$ cat config.mk
export PLATFORM = sky130hd
export DESIGN_NAME = rvt_dist_div
export DESIGN_NICKNAME = d
export VERILOG_FILES = /design/src/hw/rtl/rvt_pkg.sv /design/src/hw/rtl/rvt_dist_div.sv
export SDC_FILE = /design/constraint.sdc
export NUM_CORES = 2
export LEC_CHECK = 0
export BUFFER_PORTS_ARGS = -buffer_cell sky130_fd_sc_hd__clkbuf_2
export CORE_AREA = 2 2 531 533
export CTS_BUF_LIST = sky130_fd_sc_hd__clkbuf_4 sky130_fd_sc_hd__clkbuf_8
export DETAILED_ROUTE_END_ITERATION = 16
export DIE_AREA = 0 0 533 535
export GPL_TIMING_DRIVEN = 1
export PLACE_DENSITY = 0.65
export RECOVER_POWER = 100
export SYNTH_ARGS = -nofsm -noshare
export SYNTH_HDL_FRONTEND = slang
export SYNTH_SLANG_ARGS = --single-unit
$ cat constraint.sdc
create_clock -name clk -period 11.3 [get_ports clk]
set_input_delay 2.26 -clock clk [delete_from_list [all_inputs] [get_ports clk]]
set_output_delay 2.26 -clock clk [all_outputs]
set_load 0.005 [all_outputs]
$ cat src/hw/rtl/rvt_pkg.sv
// Shared types, widths and codes of the ray voxel traversal step core.
package rvt_pkg;

  localparam int MAX_CELLS = 256;
  localparam int COORD_W   = 32;

  localparam int CFG_W     = 9;
  localparam int CFG_IDX_W = 2;
  localparam int CNT_W     = $clog2(MAX_CELLS + 1);
  localparam int IDX_W     = $clog2(MAX_CELLS);
  localparam int ADDR_W    = $clog2(MAX_CELLS + 1);

  localparam int ZONE_W = 24;
  localparam int DIR_W  = 32;
  localparam int DIST_W = 32;
  localparam int SLOT_W = 9;
  localparam int AXIS_W = 2;

  localparam int MAG_W  = COORD_W + 1;
  localparam int QUOT_W = DIST_W - 1;
  localparam int DIV_LAT = QUOT_W + 1;

  localparam int SPLIT_BITS   = 4;
  localparam int SPLIT_STAGES = ZONE_W / SPLIT_BITS;
  localparam int SPLIT_LAT    = 2 * SPLIT_STAGES;

  localparam logic ACT_LOAD = 1'b0;
  localparam logic ACT_STEP = 1'b1;

  localparam logic [AXIS_W-1:0] AXIS_X = 2'd0;
  localparam logic [AXIS_W-1:0] AXIS_Y = 2'd1;
  localparam logic [AXIS_W-1:0] AXIS_Z = 2'd2;

  localparam logic [CFG_IDX_W-1:0] CFG_CELLS_X = 2'd0;
  localparam logic [CFG_IDX_W-1:0] CFG_CELLS_Y = 2'd1;
  localparam logic [CFG_IDX_W-1:0] CFG_CELLS_Z = 2'd2;

  typedef struct packed {
    logic                     action;
    logic [AXIS_W-1:0]        edge_axis;
    logic [SLOT_W-1:0]        edge_slot;
    logic signed [31:0]       edge_value;
    logic [ZONE_W-1:0]        zone_index;
    logic signed [31:0]       pos_x;
    logic signed [31:0]       pos_y;
    logic signed [31:0]       pos_z;
    logic signed [DIR_W-1:0]  dir_x;
    logic signed [DIR_W-1:0]  dir_y;
    logic signed [DIR_W-1:0]  dir_z;
  } cmd_t;

  typedef struct packed {
    logic                     off_grid;
    logic [ZONE_W-1:0]        next_zone;
    logic signed [DIST_W-1:0] path_length;
  } res_t;

  // Per-item control carried alongside the face divisions.
  typedef struct packed {
    logic [2:0][IDX_W-1:0] cidx;
    logic                  off;
    logic [2:0]            neg;
    logic [2:0]            dir_zero;
    logic [2:0]            diff_zero;
    logic [2:0]            dir_neg;
  } trav_t;

endpackage

$ cat src/hw/rtl/rvt_dist_div.sv
// Pipelined magnitude divider for one axis: min(mag * 2^30 / d, 2^31).
module rvt_dist_div (
  input  logic                       clk,
  input  logic                       en,
  input  logic [rvt_pkg::MAG_W-1:0]  mag,
  input  logic [rvt_pkg::DIR_W-1:0]  dvs,
  output logic [rvt_pkg::QUOT_W-1:0] quot,
  output logic                       sat
);
  import rvt_pkg::*;

  localparam int CMP_W = (MAG_W > DIR_W + 1) ? MAG_W : DIR_W + 1;

  logic [DIR_W-1:0]  rem   [DIV_LAT];
  logic [DIR_W-1:0]  dd    [DIV_LAT];
  logic [QUOT_W-1:0] qq    [DIV_LAT];
  logic              satq  [DIV_LAT];
  logic              lsb;

  // Setup: quotient reaches 2^31 exactly when mag >= 2d; otherwise the
  // partial remainder starts at mag/2 and mag[0] is the first bit in.
  always_ff @(posedge clk) begin
    if (en) begin
      rem[0]  <= DIR_W'(mag >> 1);
      dd[0]   <= dvs;
      qq[0]   <= '0;
      satq[0] <= CMP_W'(mag) >= (CMP_W'(dvs) << 1);
      lsb     <= mag[0];
    end
  end

  for (genvar j = 1; j < DIV_LAT; j++) begin : g_step
    logic [DIR_W:0] t;
    logic           ge;
    always_comb begin
      t  = {rem[j-1], (j == 1) ? lsb : 1'b0};
      ge = t >= {1'b0, dd[j-1]};
    end
    always_ff @(posedge clk) begin
      if (en) begin
        rem[j]  <= ge ? DIR_W'(t - {1'b0, dd[j-1]}) : t[DIR_W-1:0];
        qq[j]   <= {qq[j-1][QUOT_W-2:0], ge};
        dd[j]   <= dd[j-1];
        satq[j] <= satq[j-1];
      end
    end
  end

  assign quot = qq[DIV_LAT-1];
  assign sat  = satq[DIV_LAT-1];

endmodule

======== After elaboration in Yosys (flattened, before gate mapping) ========
Memory sizes are Yosys's and may differ from the RTL's.
Cells that the tools add are included.
word-level totals
  memories kept ........................... 4
  bits in registers ....................... 1
  bits of input ports ..................... 67
  output and inout port bits .............. 32
  RAM bits ................................ 3,072
  logic and storage cells ................. 101
cells by class
  order comparisons ....................... 32
  add/subtract/negate cells ............... 31
  mux-type cells .......................... 33
memories
  memory  words  bits a word  rd ports  clocked after Yosys merged registers in  write ports  line                text
  dd      32     32           31        0                                        32           rvt_dist_div.sv:15  logic [DIR_W-1:0] dd [DIV_LAT];
  rem     32     32           31        0                                        32           rvt_dist_div.sv:14  logic [DIR_W-1:0] rem [DIV_LAT];
  qq      32     31           32        0                                        32           rvt_dist_div.sv:16  logic [QUOT_W-1:0] qq [DIV_LAT];
  satq    32     1            32        0                                        32           rvt_dist_div.sv:17  logic satq [DIV_LAT];
operator list
  cell                                              number
  33-bit by 32-bit >= comparator with 1-bit output  31
  32-bit two-way mux                                31
  32-bit subtractor                                 31
  33-bit >= comparator                              1
  1-bit two-way mux                                 2

======== Logic depth before layout (Yosys ltp) ========
An unclocked memory read counts as a cell.
  depth after elaboration ................. 3
  gate-level depth with buffers ........... 16
  gate-level depth less buffers ........... 14

======== Worst setup path after synthesis ========
No wires, ideal clock.
  kind .................................... input-to-reg
  start point ............................. in mag[1] (netlist name)
  end point ............................... mem satq[0] (data pin)
  required time ........................... 11.044 ns
  buffers on the path ..................... 0
  path slack .............................. 6.959 ns
  stages on the path ...................... 13
  library setup time ...................... 0.256 ns
  data arrival time ....................... 4.086 ns
  path through ............................ inv_1 -> ha_1 -> inv_1 -> o21ai_0 -> a21o_1 -> a21o_1 -> a21o_1 -> a21o_1 -> a21o_1 -> a21o_1 -> a21oi_1 -> o211ai_1 -> a31o_2
RTL lines
  element          line                text
  start, declared  rvt_dist_div.sv:5   input logic [rvt_pkg::MAG_W-1:0] mag,
  end, declared    rvt_dist_div.sv:17

==> run_summary.xml <==
<?xml version="1.0" encoding="UTF-8"?>
<metrics>
  <group name="outcome">
    <metric name="status" unit="">finished, violations left</metric>
    <metric name="violations" unit="">max-capacitance violations, max-slew violations</metric>
  </group>
  <group name="power">
    <metric name="power_leakage" unit="nW">62.0</metric>
    <metric name="design_power_total" unit="W">0.0443</metric>
    <metric name="ir_drop" unit="µV">135</metric>
    <metric name="p_per_area" unit="nW/µm²">293</metric>
  </group>
  <group name="floorplan">
    <metric name="dieHeight" unit="µm">535</metric>
    <metric name="die_footprint" unit="µm²">285000</metric>
    <metric name="num_rows" unit="">194</metric>
    <metric name="design.core.area" unit="µm²">279000</metric>
    <metric name="ioPinCount" unit="">99</metric>
    <metric name="fp.dieW" unit="µm">533</metric>
    <metric name="starting_utilization_of_the_core_area" unit="%">49.8</metric>
  </group>
  <group name="setup_path">
    <metric name="setup.reg_to_reg.worst_slack" unit="ns">4.40</metric>
    <metric name="crit_type" unit="">input pin to flop</metric>
    <metric name="arrival" unit="ns">7.47</metric>
    <metric name="critPathRequiredTime" unit="ns">11.87</metric>
    <metric name="worstSetupEndpointType" unit="">flop</metric>
    <metric name="worst-path-max-fanout" unit="">128</metric>
    <metric name="worst_setup_path_startpoint" unit="">en</metric>
    <metric name="crit_path_start_kind" unit="">input pin</metric>
    <metric name="worst_r2r_startpoint" unit="">dd[1][129]$_DFFE_PP_</metric>
  </group>
  <group name="sta">
    <metric name="final-hold-violation-count" unit="">0</metric>
    <metric name="fin_crit" unit="ns">6.91</metric>
    <metric name="rsz0062_at_grt" unit="">no</metric>
    <metric name="worst_pin_slew" unit="ns">4.59</metric>
    <metric name="timing.slew.headroom" unit="%">-206</metric>
    <metric name="sum_of_negative_setup_slack" unit="ns">0</metric>
    <metric name="final.period_utilization" unit="%">61.1</metric>
    <metric name="finalSetupViolations" unit="">0</metric>
    <metric name="fin_skew" unit="ns">0.0612</metric>
    <metric name="whs" unit="ns">0.394</metric>
    <metric name="slew_viol_final" unit="">2719</metric>
    <metric name="fmax" unit="GHz">0.145</metric>
  </group>
  <group name="detailed_routing">
    <metric name="route.final.wire_length" unit="µm">335000</metric>
    <metric name="detail_route.vias_per_cell" unit="">5.61</metric>
    <metric name="route.detailed.drc" unit="">0</metric>
    <metric name="drt-initial-drc-count" unit="">6967</metric>
    <metric name="detailedRoute.firstPassIterationCount" unit="">6</metric>
    <metric name="detail_route_antenna_nets" unit="">0</metric>
    <metric name="vias" unit="">92600</metric>
    <metric name="routed_wire_length_per_instance" unit="µm">20.3</metric>
  </group>
  <group name="yosys">
    <metric name="mean_post_synth_cell_area" unit="µm²">11.4</metric>
    <metric name="post_synthesis_cells" unit="">12200</metric>
    <metric name="fraction_of_synthesized_cell_area_taken_by_the_top_area_cell_type" unit="%">54.3</metric>
    <metric name="synthDistinctLibCells" unit="">90</metric>
    <metric name="synthFlopType" unit="">sky130_fd_sc_hd__edfxtp_1</metric>
    <metric name="synth.ff_latch_count" unit="">2513</metric>
    <metric name="synth-edff-count" unit="">2513</metric>
    <metric name="synthDominantAreaCellType" unit="">sky130_fd_sc_hd__edfxtp_1</metric>
    <metric name="syn-num-nets" unit="">13300</metric>
    <metric name="synth.yosys.warnings" unit="">0</metric>
    <metric name="synth-seq-area-share" unit="%">54.3</metric>
    <metric name="syn_area" unit="µm²">139000</metric>
    <metric name="synth.top_cells.by_area" unit="">sky130_fd_sc_hd__edfxtp_1, sky130_fd_sc_hd__ha_1, sky130_fd_sc_hd__a21oi_1, sky130_fd_sc_hd__inv_1, sky130_fd_sc_hd__xnor2_1</metric>
    <metric name="async_reset_ff_share" unit="%">0</metric>
  </group>
  <group name="placement">
    <metric name="place.port_buffers" unit="">98</metric>
    <metric name="place_hpwl" unit="µm">251000</metric>
    <metric name="gpl.final_weighted_congestion" unit="">0.922</metric>
    <metric name="dpl_cell_area" unit="µm²">143000</metric>
  </group>
  <group name="clock_network">
    <metric name="clk_pin_slew_worst_paths" unit="ns">0.06</metric>
    <metric name="post_cts_resize_count" unit="">0</metric>
    <metric name="cts_tree" unit="">built</metric>
    <metric name="clk-insertion-delay-late" unit="ns">1.07</metric>
    <metric name="cts-root-buf" unit="">sky130_fd_sc_hd__clkbuf_8</metric>
    <metric name="cts_buffers" unit="">423</metric>
    <metric name="clock_tree.htree_level_count" unit="">5</metric>
    <metric name="clockBufferDepth" unit="">4</metric>
    <metric name="post-cts-setup-buffers" unit="">0</metric>
    <metric name="hold_buffers" unit="">0</metric>
    <metric name="cts_num_sinks" unit="">2513</metric>
  </group>
  <group name="flow_run">
    <metric name="timing.max_cap.violations" unit="">46</metric>
  </group>
  <group name="min_path">
    <metric name="hold_path_startpoint" unit="">qq[1][250]$_DFFE_PP_</metric>
    <metric name="hold_path_class" unit="">flop to flop</metric>
  </group>
  <group name="global_routing">
    <metric name="global_route_hottest_layer" unit="">met2</metric>
    <metric name="global_route.overflow_total" unit="">0</metric>
    <metric name="track_usage" unit="%">22.9</metric>
    <metric name="grt_pass1_wl" unit="µm">519000</metric>
    <metric name="grt_start_max_net_pins" unit="">182</metric>
    <metric name="antenna_found_initial" unit="">2</metric>
    <metric name="met1_demand_to_capacity_share_in_global_routing" unit="%">29.7</metric>
    <metric name="gr-usage-met2" unit="%">39.2</metric>
    <metric name="first_global_vias" unit="">91500</metric>
    <metric name="use_met3" unit="%">2.91</metric>
  </group>
  <group name="layout">
    <metric name="fin_area" unit="µm²">152000</metric>
    <metric name="num-fill-cells" unit="">23800</metric>
    <metric name="finish.net_count" unit="">13600</metric>
    <metric name="syn_to_final_growth" unit="%">9.14</metric>
    <metric name="final_layout_size_suffix_gt1_share" unit="%">8.01</metric>
  </group>
</metrics>
[layout make-up]
class | instances | area (µm²) | area share [%]
sequential | 2513 | 75500 | 49.8
multi-input combinational | 8105 | 57200 | 37.7
clock buffer | 541 | 6750 | 4.45
inverter | 1260 | 4730 | 3.12
tap | 3724 | 4660 | 3.07
clock inverter | 223 | 2030 | 1.34
timing repair buffer | 148 | 727 | 0.480
antenna | 8 | 20.0 | 0.0132
[metal layers]
metal	wire length, µm	share of wire [%]	vias up
met3	14400	4.3	612
met5	0	0	-
met2	162000	48	2363
met4	13500	4.0	0
li1	-	-	45100
met1	145000	43	44500
[where the power goes]
part | leakage (nW) | switching (W) | internal (W) | total, W
Combinational | 32.8 | 0.0117 | 0.00858 | 0.0202
Sequential | 24.6 | 0.00171 | 0.0139 | 0.0156
Clock | 4.62 | 0.00373 | 0.00476 | 0.00850
Total | 62.0 | 0.0171 | 0.0272 | 0.0443
[per-stage QoR]
stage	utilization, %	worst slack, ns	cells
2_1_floorplan	-	6.96	12200
4_1_cts	54.5	6.64	16500
5_1_grt	54.3	3.88	16500
6_report	54.3	4.39	16500
3_5_place_dp	51.4	6.24	15800
3_3_place_gp	51.4	6.33	15800
[state kept, by name, summed over array words and instances (netlist names)]
signal  count
qq        496
rem       992
satq       32
dd        992
lsb         1
[cell usage after synthesis (all sizes together) (17+ instances only)]
master / n
edfxtp: 2513
inv: 1259
ha: 1023
a21oi: 986
o21ai: 863
nand2: 836
nor2: 675
a21o: 561
xnor2: 494
mux2: 336
xor2: 322
clkbuf: 222
nand3: 176
nand4: 172
nor2b: 166
nand2b: 155
nor3: 124
o21bai: 121
o21a: 109
a31oi: 107
buf: 102
o31ai: 74
a211oi: 69
and3: 62
o211ai: 54
and2: 53
a21boi: 50
nor4: 37
or2: 34
or3: 33
fa: 30
and4: 27
a31o: 25
o31a: 25
a2111oi: 24
mux2i: 21
a311oi: 20
a211o: 19
a221oi: 19
a41oi: 17
[cell usage in the layout (no fill, tap or decap), types with 73 or more instances in the layout]
master / instances
sky130_fd_sc_hd__o21a_1: 109
sky130_fd_sc_hd__clkbuf_4: 111
sky130_fd_sc_hd__inv_1: 1259
sky130_fd_sc_hd__o31ai_1: 73
sky130_fd_sc_hd__nor2b_1: 166
sky130_fd_sc_hd__ha_1: 1023
sky130_fd_sc_hd__xnor2_1: 494
sky130_fd_sc_hd__mux2_1: 97
sky130_fd_sc_hd__nor2_1: 675
sky130_fd_sc_hd__nand4_1: 172
sky130_fd_sc_hd__clkinv_1: 88
sky130_fd_sc_hd__a31oi_1: 106
sky130_fd_sc_hd__mux2_2: 239
sky130_fd_sc_hd__nand2_1: 836
sky130_fd_sc_hd__edfxtp_1: 2513
sky130_fd_sc_hd__o21ai_0: 856
sky130_fd_sc_hd__clkbuf_1: 121
sky130_fd_sc_hd__clkbuf_8: 430
sky130_fd_sc_hd__nand2b_1: 155
sky130_fd_sc_hd__o21bai_1: 121
sky130_fd_sc_hd__a21o_1: 561
sky130_fd_sc_hd__nor3_1: 124
sky130_fd_sc_hd__clkinv_2: 76
sky130_fd_sc_hd__xor2_1: 322
sky130_fd_sc_hd__a21oi_1: 985
sky130_fd_sc_hd__nand3_1: 176
[worst max-delay path, cell delays in order]
cell	delay (ns)
sky130_fd_sc_hd__buf_12	0.47
sky130_fd_sc_hd__clkbuf_1	2.15
sky130_fd_sc_hd__clkbuf_1	2.40
[kinds of logic after synthesis]
family | count (synthesis) | synth area share [%]
AOI/OAI and AO/OA | 3264 | 14.5
xor gates and xnor gates | 816 | 5.15
adders and majority gates | 1053 | 9.65
buffers and inverters | 1584 | 4.45
DFF | 2513 | 54.3
muxes | 357 | 2.95
and+or+nand+nor | 2615 | 8.93
[final timing paths]
kind,depth (start not counted),end
worst max-delay path,3,rem[3][11]$_DFFE_PP_
worst min-delay path,0,qq[1][282]$_DFFE_PP_
worst max register to register,13,rem[6][35]$_DFFE_PP_
worst min register to register,0,qq[1][282]$_DFFE_PP_
Power figures use the tool's default switching activity.
