File: src/hw/rtl/rvt_pkg.sv
// Shared types, widths and codes of the ray voxel traversal step core.
package rvt_pkg;

  localparam int MAX_CELLS = 256;
  localparam int COORD_W   = 32;

  localparam int CFG_W     = 9;
  localparam int CFG_IDX_W = 2;
  localparam int CNT_W     = $clog2(MAX_CELLS + 1);
  localparam int IDX_W     = $clog2(MAX_CELLS);
  localparam int ADDR_W    = $clog2(MAX_CELLS + 1);

  localparam int ZONE_W = 24;
  localparam int DIR_W  = 32;
  localparam int DIST_W = 32;
  localparam int SLOT_W = 9;
  localparam int AXIS_W = 2;

  localparam int MAG_W  = COORD_W + 1;
  localparam int QUOT_W = DIST_W - 1;
  localparam int DIV_LAT = QUOT_W + 1;

  localparam int SPLIT_BITS   = 4;
  localparam int SPLIT_STAGES = ZONE_W / SPLIT_BITS;
  localparam int SPLIT_LAT    = 2 * SPLIT_STAGES;

  localparam logic ACT_LOAD = 1'b0;
  localparam logic ACT_STEP = 1'b1;

  localparam logic [AXIS_W-1:0] AXIS_X = 2'd0;
  localparam logic [AXIS_W-1:0] AXIS_Y = 2'd1;
  localparam logic [AXIS_W-1:0] AXIS_Z = 2'd2;

  localparam logic [CFG_IDX_W-1:0] CFG_CELLS_X = 2'd0;
  localparam logic [CFG_IDX_W-1:0] CFG_CELLS_Y = 2'd1;
  localparam logic [CFG_IDX_W-1:0] CFG_CELLS_Z = 2'd2;

  typedef struct packed {
    logic                     action;
    logic [AXIS_W-1:0]        edge_axis;
    logic [SLOT_W-1:0]        edge_slot;
    logic signed [31:0]       edge_value;
    logic [ZONE_W-1:0]        zone_index;
    logic signed [31:0]       pos_x;
    logic signed [31:0]       pos_y;
    logic signed [31:0]       pos_z;
    logic signed [DIR_W-1:0]  dir_x;
    logic signed [DIR_W-1:0]  dir_y;
    logic signed [DIR_W-1:0]  dir_z;
  } cmd_t;

  typedef struct packed {
    logic                     off_grid;
    logic [ZONE_W-1:0]        next_zone;
    logic signed [DIST_W-1:0] path_length;
  } res_t;

  // Per-item control carried alongside the face divisions.
  typedef struct packed {
    logic [2:0][IDX_W-1:0] cidx;
    logic                  off;
    logic [2:0]            neg;
    logic [2:0]            dir_zero;
    logic [2:0]            diff_zero;
    logic [2:0]            dir_neg;
  } trav_t;

endpackage

File: src/hw/rtl/rvt_zone_split.sv
// Pipelined split of a flat zone index into x, y and z cell numbers.
module rvt_zone_split (
  input  logic                       clk,
  input  logic                       en,
  input  logic [rvt_pkg::ZONE_W-1:0] zone,
  input  logic [rvt_pkg::CNT_W-1:0]  cz,
  input  logic [rvt_pkg::CNT_W-1:0]  cy,
  output logic [rvt_pkg::ZONE_W-1:0] ix,
  output logic [rvt_pkg::CNT_W-1:0]  iy,
  output logic [rvt_pkg::CNT_W-1:0]  iz
);
  import rvt_pkg::*;

  // Restoring division, SPLIT_BITS quotient bits per stage.
  function automatic logic [ZONE_W+CNT_W-1:0] div_steps(
    input logic [ZONE_W-1:0] n_in,
    input logic [CNT_W-1:0]  r_in,
    input logic [CNT_W-1:0]  d
  );
    logic [ZONE_W-1:0] n;
    logic [CNT_W:0]    t;
    logic [CNT_W-1:0]  r;
    n = n_in;
    r = r_in;
    for (int i = 0; i < SPLIT_BITS; i++) begin
      t = {r, n[ZONE_W-1]};
      n = {n[ZONE_W-2:0], 1'b0};
      if (t >= {1'b0, d}) begin
        t    = t - {1'b0, d};
        n[0] = 1'b1;
      end
      r = t[CNT_W-1:0];
    end
    return {n, r};
  endfunction

  logic [ZONE_W-1:0] num [SPLIT_LAT];
  logic [CNT_W-1:0]  rem [SPLIT_LAT];
  logic [CNT_W-1:0]  zr  [SPLIT_LAT];

  // First half divides by cz, second half divides the quotient by cy.
  for (genvar k = 0; k < SPLIT_LAT; k++) begin : g_stage
    if (k == 0) begin : g_first
      always_ff @(posedge clk) begin
        if (en) begin
          {num[k], rem[k]} <= div_steps(zone, '0, cz);
          zr[k]            <= '0;
        end
      end
    end else if (k == SPLIT_STAGES) begin : g_mid
      always_ff @(posedge clk) begin
        if (en) begin
          {num[k], rem[k]} <= div_steps(num[k-1], '0, cy);
          zr[k]            <= rem[k-1];
        end
      end
    end else if (k < SPLIT_STAGES) begin : g_lo
      always_ff @(posedge clk) begin
        if (en) begin
          {num[k], rem[k]} <= div_steps(num[k-1], rem[k-1], cz);
          zr[k]            <= '0;
        end
      end
    end else begin : g_hi
      always_ff @(posedge clk) begin
        if (en) begin
          {num[k], rem[k]} <= div_steps(num[k-1], rem[k-1], cy);
          zr[k]            <= zr[k-1];
        end
      end
    end
  end

  assign ix = num[SPLIT_LAT-1];
  assign iy = rem[SPLIT_LAT-1];
  assign iz = zr[SPLIT_LAT-1];

endmodule

File: config.mk
export PLATFORM = sky130hd
export DESIGN_NAME = rvt_zone_split
export DESIGN_NICKNAME = d
export VERILOG_FILES = /design/src/hw/rtl/rvt_pkg.sv /design/src/hw/rtl/rvt_zone_split.sv
export SDC_FILE = /design/constraint.sdc
export NUM_CORES = 1
export LEC_CHECK = 0
export ABC_CLOCK_PERIOD_IN_PS = 33100
export BUFFER_PORTS_ARGS = -buffer_cell sky130_fd_sc_hd__buf_2
export CORE_ASPECT_RATIO = 0.5
export CORE_MARGIN = 5
export CORE_UTILIZATION = 28
export CTS_BUF_LIST = sky130_fd_sc_hd__clkbuf_8
export CTS_CLUSTER_DIAMETER = 80
export DETAILED_ROUTE_END_ITERATION = 10
export PLACE_DENSITY_LB_ADDON = 0.2
export SLEW_MARGIN = 20
export SYNTH_ARGS = -nofsm -noshare
export SYNTH_HDL_FRONTEND = slang
export SYNTH_SLANG_ARGS = --single-unit
File: constraint.sdc
create_clock -name clk -period 33.1 [get_ports clk]
set_input_delay 4.965 -clock clk [delete_from_list [all_inputs] [get_ports clk]]
set_output_delay 4.965 -clock clk [all_outputs]
set_load 0.005 [all_outputs]
-- Word-level counts from Yosys, hierarchy flattened
Memory sizes are Yosys's and may differ from the RTL's.
Index checks and enable logic that the tools add are counted.
- register bits: 396
- bits in writable memories: 108
- input bits: 44
- memories: 1
- memory list (name ; words ; bits a word ; read ports ; clocked after Yosys merged registers in ; wr ports ; line ; text):
    zr ; 12 ; 9 ; 6 ; 0 ; 12 ; rvt_zone_split.sv:39 ; logic [CNT_W-1:0] zr [SPLIT_LAT];
- $add $sub $neg: 48
- $lt $le $gt $ge: 48
- mux-type cells: 134
- operator list (kind ; number):
    two-way mux 9 bit ; 84
    >= comparator 10 x 9 -> 1 bit ; 46
    subtractor 9 bit ; 46
    two-way mux 1 bit ; 50
    >= comparator 1 x 9 -> 1 bit ; 2
    subtractor 1 x 9 -> 9 bit ; 2

-- Longest topological paths before layout
Gate-level depths: netlist of the first run.
- word-level depth: 11
- mapped depth: 37

-- Least setup slack after synthesis of the first run
Ideal clock, no wire load.
- path kind: input-to-reg
- start point: in cy[1] in the netlist's numbering
- end point: reg rem[19] in the netlist's numbering, data pin
- setup time: 0.260 ns
- data arrival time: 13.779 ns
- data required time: 32.840 ns
- path slack: 19.061 ns
- stages on the path: 32
- cell sequence: inv_1 ha_1 nand4_1 o21ai_0 a2111oi_2 clkbuf_1 mux2_2 ha_1 nand3_1 a21boi_0 o31a_1 a211oi_4 inv_2 buf_6 nor2_1 a21oi_1 fa_1 a21o_1 a21oi_1 o211ai_1 o21ai_0 o311ai_1 a21oi_4 mux2_2 ha_1 a21o_1 a21oi_1 o211ai_1 o21a_1 a2111o_1 mux2i_4 mux2_4
- cells in the longest elaborated chain, start to end: 11
- RTL lines (item ; line ; text):
    start, declared ; rvt_zone_split.sv:7 ; input logic [rvt_pkg::CNT_W-1:0] cy,
    subtractor 9 bit / >= comparator 10 x 9 -> 1 bit (equally long branches) ; rvt_zone_split.sv:29, rvt_zone_split.sv:28 ;
    two-way mux 9 bit ; rvt_zone_split.sv:28 ; if (t >= {1'b0, d}) begin
    two-way mux 9 bit ; rvt_zone_split.sv:66 ; if (en) begin
    subtractor 9 bit / >= comparator 10 x 9 -> 1 bit (equally long branches) ; rvt_zone_split.sv:29, rvt_zone_split.sv:28 ;
    two-way mux 9 bit ; rvt_zone_split.sv:28 ;
    two-way mux 9 bit ; rvt_zone_split.sv:66 ;
    >= comparator 10 x 9 -> 1 bit / subtractor 9 bit (equally long branches) ; rvt_zone_split.sv:28, rvt_zone_split.sv:29 ;
    two-way mux 9 bit ; rvt_zone_split.sv:28 ;
    two-way mux 9 bit ; rvt_zone_split.sv:66 ;
    subtractor 9 bit / >= comparator 10 x 9 -> 1 bit (equally long branches) ; rvt_zone_split.sv:29, rvt_zone_split.sv:28 ;
    two-way mux 9 bit (*) ; rvt_zone_split.sv:28 ;
    end signal, assigned by index ; rvt_zone_split.sv:67 ; {num[k], rem[k]} <= div_steps(num[k-1], rem[k-1], cy);
    end, declared ; rvt_zone_split.sv:38 ; logic [CNT_W-1:0] rem [SPLIT_LAT];
Every way passes the cells marked *; elsewhere a longest branch is shown, timed or not. The select of a mux whose other input is x is not followed.
A chain may end at the register's enable or synchronous reset.

-- Worst setup path in the final report of the first run
- start point: in cz[1] in the netlist's numbering
- end point: reg rem[58] in the netlist's numbering, data pin
- cells in the longest elaborated chain, start to end: 11
- RTL lines (item ; line ; text):
    start, declared ; rvt_zone_split.sv:6 ; input logic [rvt_pkg::CNT_W-1:0] cz,
    subtractor 9 bit / >= comparator 10 x 9 -> 1 bit (equally long branches) ; rvt_zone_split.sv:29, rvt_zone_split.sv:28 ;
    two-way mux 9 bit ; rvt_zone_split.sv:28 ;
    two-way mux 9 bit ; rvt_zone_split.sv:59 ; if (en) begin
    subtractor 9 bit / >= comparator 10 x 9 -> 1 bit (equally long branches) ; rvt_zone_split.sv:29, rvt_zone_split.sv:28 ;
    two-way mux 9 bit ; rvt_zone_split.sv:28 ;
    two-way mux 9 bit ; rvt_zone_split.sv:59 ;
    subtractor 9 bit / >= comparator 10 x 9 -> 1 bit (equally long branches) ; rvt_zone_split.sv:29, rvt_zone_split.sv:28 ;
    two-way mux 9 bit ; rvt_zone_split.sv:28 ;
    two-way mux 9 bit ; rvt_zone_split.sv:59 ;
    subtractor 9 bit / >= comparator 10 x 9 -> 1 bit (equally long branches) ; rvt_zone_split.sv:29, rvt_zone_split.sv:28 ;
    two-way mux 9 bit (*) ; rvt_zone_split.sv:28 ;
    end signal, assigned by index ; rvt_zone_split.sv:60 ; {num[k], rem[k]} <= div_steps(num[k-1], rem[k-1], cz);
Marks and branches as above.

==> results.sh, run 1 <==
export IMPL_rsz0062_at_grt="false"
export IMPL_port_buffers=85
export IMPL_accumulated_negative_setup_slack_ns=0
export IMPL_worstMarginPinSlew_ns=1.021
export IMPL_clock_sinks=450
export IMPL_gr_total_overflow=0
export IMPL_count_of_flip_flops_with_a_built_in_enable_after_synthesis=450
export IMPL_netlist_top_cells_area="sky130_fd_sc_hd__edfxtp_1 (38%), sky130_fd_sc_hd__ha_1 (15%), sky130_fd_sc_hd__mux2_2 (7.1%)"
export IMPL_cts_buffer_depth=3
export IMPL_root_buffer_cell="sky130_fd_sc_hd__clkbuf_8"
export IMPL_detail_route_wirelength_met1_mm=43.79
export IMPL_worst_path_max_fanout=20
export IMPL_synth_distinct_cells=92
export IMPL_post_cts_resize_count=0
export IMPL_per_cell_via_count_in_the_routed_design=4.921
export IMPL_synth_yosys_warnings=0
export IMPL_worst_setup_path_type="in2reg"
export IMPL_achievable_frequency_ghz=0.06789
export IMPL_crit_start_category="primary input"
export IMPL_synth_top_area_share=0.3790
export IMPL_gpl_final_weighted_congestion=0.8615
export IMPL_number_of_antenna_violations_at_the_first_check_in_global_routing=2
export IMPL_fp_dieArea_mm2=0.1350
export IMPL_drc=0
export IMPL_clock_tree_htree_level_count=3
export IMPL_met3_wirelength_mm=3.223
export IMPL_ys_seq_elements=450
export IMPL_routed_wirelength_mm=89.22
export IMPL_first_global_vias=25310
export IMPL_ys_top_cells_by_count="sky130_fd_sc_hd__edfxtp_1 (450), sky130_fd_sc_hd__ha_1 (418), sky130_fd_sc_hd__mux2_2 (226)"
export IMPL_synth_nets=3793
export IMPL_cts_hold_fix_buffers=0
export IMPL_numCtsBuffers=81
export IMPL_finalSetupViolations=0
export IMPL_synth_top_cell_by_area="sky130_fd_sc_hd__edfxtp_1"
export IMPL_postSynth_asyncResetShare=0
export IMPL_vias=25500
export IMPL_die_width_um=514.6
export IMPL_detailroute_wirelength_met2_mm=39.78
export IMPL_final_max_slew_viol_count=0
export IMPL_slew_headroom=0.3190
export IMPL_highest_layer="met4"
export IMPL_cts_tree="built"
export IMPL_starting_density=0.2826
export IMPL_postCtsSetupRepairBufs=0
export IMPL_nets=3930
export IMPL_wire_length_of_the_first_global_routing_pass_mm=140.6
export IMPL_outcome="finished clean"
export IMPL_layout_worst_path_cycle_share=0.4450
export IMPL_crit_path_end_kind="flop"
export IMPL_cp_slowest_cell="sky130_fd_sc_hd__a2111oi_4"
export IMPL_crit_required_ns=33.56
export IMPL_post_dp_hpwl_mm=63.93
export IMPL_synth_yosys_seq_area_share=0.3790
export IMPL_area_growth_synth_to_final_pct=11.48
export IMPL_hold_path_class="reg2reg"
export IMPL_post_synth_instance_area_mm2=0.03565
export IMPL_crit_arrival_ns=15.19
export IMPL_max_cap_violations=0
export IMPL_die_height_um=262.3
export IMPL_pin_count=86
export IMPL_top_count_cell_post_synth="sky130_fd_sc_hd__edfxtp_1"
export IMPL_drt_wirelength_per_cell_um=17.21
export IMPL_path_clk_slew_ns=0.06
export IMPL_clock_skew_final_ns=0.03398
export IMPL_post_route_cells_drive_above_1_share=0.1540
export IMPL_post_synth_cell_area_avg_um2=10.85
export IMPL_drtAntennaViolNets=0
export IMPL_timing_critical_path_slowest_cell_delay_ns=0.84
export IMPL_rows=92
export IMPL_fp_coreArea_mm2=0.1262
export IMPL_pin_count_of_the_biggest_net_entering_global_routing=142
export IMPL_timing_final_crit_period_ns=14.73
export IMPL_synth_cells=3285
export IMPL_timing_critical_path_mode_cell="sky130_fd_sc_hd__o21ai_0"
export IMPL_grt_use_total=0.1289
export IMPL_synth_flop_cell="sky130_fd_sc_hd__edfxtp_1"
export IMPL_detailedRoute_firstPassIterationCount=7
export IMPL_clock_insertion_delay_worst_skew_ns=0.73
export IMPL_hold_viol_final=0
export IMPL_drtIter0Drc=1529
-- final cells by class --
type / instances / area, um^2
Multi-Input combinational cell: 2543 / 20870
Clock inverter: 65 / 524.3
Tap cell: 1692 / 2117
Timing Repair Buffer: 120 / 710.7
Sequential cell: 450 / 13510
Inverter: 226 / 848.3
Antenna cell: 3 / 7.507
Fill cell: 12950 / 86420
Clock buffer: 84 / 1156
-- final timing paths --
path / from / to / slack (ns) / cells after the start
worst max register to register: num[143] / rem[43] / 22.84 / 34
worst min-delay path: num[136] / num[116] / 0.40 / 0
worst min register to register: num[136] / num[116] / 0.40 / 0
worst max-delay path: cz[1] / rem[58] / 18.37 / 32
-- flip-flops by register name, summed over array words and instances (netlist names) --
signal / flops
num: 264
rem: 99
zr: 54
ix: 24
iy: 9
-- worst max-delay path: cells and delay by family --
kind | cells | cell delay, ns
and+or+nand+nor | 4 | 0.63
AOI/OAI and AO/OA | 16 | 4.80
buffers and inverters | 4 | 1.70
muxes | 4 | 1.38
adders and majority gates | 4 | 1.66
-- kinds of logic (layout without fill, tap and decap cells) --
family | after synthesis | after routing | share of synthesized area
AOI/OAI and AO/OA | 808 | 808 | 0.1542
and+or+nand+nor | 706 | 706 | 0.09827
adders and majority gates | 464 | 464 | 0.1725
DFF | 450 | 450 | 0.3790
muxes | 304 | 304 | 0.09564
buffers and inverters | 292 | 495 | 0.03615
xor gates and xnor gates | 261 | 261 | 0.06412
other | 0 | 3 | 0
-- routing by layer --
layer	vias to the layer above	global-route usage
met1	12170	0.1781
met2	442	0.2053
li1	12740	-
met4	0	0.03724
met5	-	0
met3	158	0.02408
-- cells in the final DEF, fill, tap and decap left out, types with 26 or more instances in the layout --
master and instances:
sky130_fd_sc_hd__mux2_2 226, sky130_fd_sc_hd__inv_1 220, sky130_fd_sc_hd__a211oi_1 45, sky130_fd_sc_hd__mux2i_1 58, sky130_fd_sc_hd__fa_1 46, sky130_fd_sc_hd__o21bai_1 29
sky130_fd_sc_hd__buf_4 34, sky130_fd_sc_hd__nor3_1 73, sky130_fd_sc_hd__nand2_1 123, sky130_fd_sc_hd__clkbuf_8 84, sky130_fd_sc_hd__nand3_1 37, sky130_fd_sc_hd__nand4_1 62
sky130_fd_sc_hd__xor2_1 107, sky130_fd_sc_hd__o21ai_0 151, sky130_fd_sc_hd__o21a_1 38, sky130_fd_sc_hd__nor2b_1 58, sky130_fd_sc_hd__a21oi_1 206, sky130_fd_sc_hd__edfxtp_1 450
sky130_fd_sc_hd__xnor2_1 154, sky130_fd_sc_hd__ha_1 418, sky130_fd_sc_hd__a21o_1 99, sky130_fd_sc_hd__buf_2 84, sky130_fd_sc_hd__o31ai_1 27, sky130_fd_sc_hd__nor2_1 222
sky130_fd_sc_hd__clkinv_1 26
-- stage by stage --
step	hold slack [ns]	cells	utilization	instance area [um^2]	worst slack (ns)
2_1_floorplan	0.4003	3285	-	35650	19.06
3_3_place_gp	0.4002	5031	0.3016	38050	17.54
3_5_place_dp	0.4045	5031	0.3016	38050	17.56
4_1_cts	0.3947	5180	0.3150	39730	18.34
5_1_grt	0.4133	5183	0.3150	39740	17.63
6_report	0.3989	5183	0.3150	39740	18.37
Power of run 1 is left out: the tool's default activity adds up to more than one toggle a clock period on the data nets, which glitch-free logic cannot reach.
==> inputs of run 2 (changes only) <==
Settings changed: ABC_CLOCK_PERIOD_IN_PS 33100 to 13900.
Clock period 33.1 ns to 13.9 ns, I/O delays scaled along.
==> results.sh, run 2 (synthesis gave the netlist of run 1 again) <==
export IMPL_fp_coreArea_mm2=0.1262
export IMPL_gr_total_overflow=0
export IMPL_drc=0
export IMPL_starting_density=0.2826
export IMPL_die_width_um=514.6
export IMPL_mostFrequentLayoutCell="sky130_fd_sc_hd__edfxtp_1"
export IMPL_first_global_vias=25540
export IMPL_clock_insertion_delay_worst_skew_ns=0.74
export IMPL_mostFrequentLayoutCells="sky130_fd_sc_hd__edfxtp_1 (450), sky130_fd_sc_hd__ha_1 (418), sky130_fd_sc_hd__inv_1 (226), sky130_fd_sc_hd__mux2_2 (226), sky130_fd_sc_hd__nor2_1 (222)"
export IMPL_outcome="finished clean"
export IMPL_accumulated_negative_setup_slack_ns=0
export IMPL_routed_wirelength_mm=90.32
export IMPL_cts_buffer_depth=3
export IMPL_hold_viol_final=0
export IMPL_pin_count=86
export IMPL_timing_critical_path_slowest_cell_delay_ns=0.58
export IMPL_rsz0062_at_grt="false"
export IMPL_largest_register_ff_count=264
export IMPL_number_of_antenna_violations_at_the_first_check_in_global_routing=3
export IMPL_postCtsSetupRepairBufs=0
export IMPL_crit_required_ns=14.37
export IMPL_die_height_um=262.3
export IMPL_clock_tree_htree_level_count=3
export IMPL_slew_headroom=0.3365
export IMPL_clock_skew_final_ns=0.04549
export IMPL_crit_start_category="primary input"
export IMPL_area_growth_synth_to_final_pct=11.84
export IMPL_detailedRoute_firstPassIterationCount=5
export IMPL_crit_path_end_kind="flop"
export IMPL_cp_buffers_inverters=5
export IMPL_post_dp_hpwl_mm=66.80
export IMPL_achievable_frequency_ghz=0.08429
export IMPL_cts_hold_fix_buffers=0
export IMPL_gpl_final_weighted_congestion=0.8483
export IMPL_numCtsBuffers=81
export IMPL_clock_sinks=450
export IMPL_port_buffers=85
export IMPL_worstMarginPinSlew_ns=0.9931
export IMPL_nets=3939
export IMPL_drt_wirelength_per_cell_um=17.40
export IMPL_drtAntennaViolNets=0
export IMPL_finalSetupViolations=0
export IMPL_crit_arrival_ns=12.33
export IMPL_pin_count_of_the_biggest_net_entering_global_routing=82
export IMPL_whs_ns=0.3882
export IMPL_timing_final_crit_period_ns=11.86
export IMPL_post_cts_resize_count=0
export IMPL_timing_critical_path_max_delay_family="compound AO/OA/AOI/OAI gates"
export IMPL_grt_use_total=0.1312
export IMPL_layout_worst_path_cycle_share=0.8535
export IMPL_root_buffer_cell="sky130_fd_sc_hd__clkbuf_8"
export IMPL_cp_slowest_cell="sky130_fd_sc_hd__fa_1"
export IMPL_timing_critical_path_mode_cell="sky130_fd_sc_hd__fa_1"
export IMPL_worst_setup_path_type="in2reg"
export IMPL_vias=25560
export IMPL_per_cell_via_count_in_the_routed_design=4.924
export IMPL_dpl_instance_area_mm2=0.03812
export IMPL_fillers=12890
export IMPL_final_max_slew_viol_count=0
export IMPL_layout_cell_area_non_filler_mm2=0.03987
export IMPL_wire_length_of_the_first_global_routing_pass_mm=142.8
export IMPL_cts_tree="built"
export IMPL_worst_path_max_fanout=15
export IMPL_max_cap_violations=0
export IMPL_drtIter0Drc=1535
export IMPL_post_route_cells_drive_above_1_share=0.1559
export IMPL_path_clk_slew_ns=0.07
export IMPL_fp_dieArea_mm2=0.1350
export IMPL_hold_path_class="reg2reg"
export IMPL_rows=92
-- run 2: final timing paths --
path                  from  endpoint  slack, ns  cells after the start
setup / recovery     cz[1]   rem[93]       2.04                     33
hold / removal    num[193]  num[173]       0.39                      0
setup reg to reg  num[143]   rem[44]       3.56                     34
hold reg to reg   num[193]  num[173]       0.39                      0
-- run 2: metrics by stage --
stage | std cells | setup WS [ns] | util
finish | 5190 | 2.036 | 0.3160
global route | 5189 | 1.220 | 0.3160
CTS | 5187 | 2.091 | 0.3160
detailed placement | 5040 | 1.323 | 0.3021
global placement | 5040 | 1.220 | 0.3020
floorplan | 3285 | 2.741 | -
-- run 2: cell type report --
type	count	area [um^2]	share of cell area
Inverter	226	848.3	0.02128
Clock buffer	84	1156	0.02900
Clock inverter	63	589.3	0.01478
Antenna cell	3	7.507	0.0001883
Timing Repair Buffer	129	765.7	0.01920
Tap cell	1692	2117	0.05310
Sequential cell	450	13510	0.3389
Multi-Input combinational cell	2543	20880	0.5236
-- run 2: per-layer routing --
metal,up-vias,global-route usage,wire length [um]
met1,12280,0.1802,44370
met4,0,0.03249,1993
met5,-,0,0
li1,12760,-,-
met3,136,0.02308,3059
met2,386,0.2142,40890
-- run 2: worst register-to-register path, delay by kind of cell, from the launching register on --
family                   cells  cell delay (ns)
buffers and inverters        4             0.56
adder cells (fa/ha/maj)      5             1.75
flip-flops                   1             0.45
AND/OR/NAND/NOR              4             0.72
multiplexers                 4             1.36
AO/OA/AOI/OAI               17             5.25
Power of run 2 is left out for the same reason.
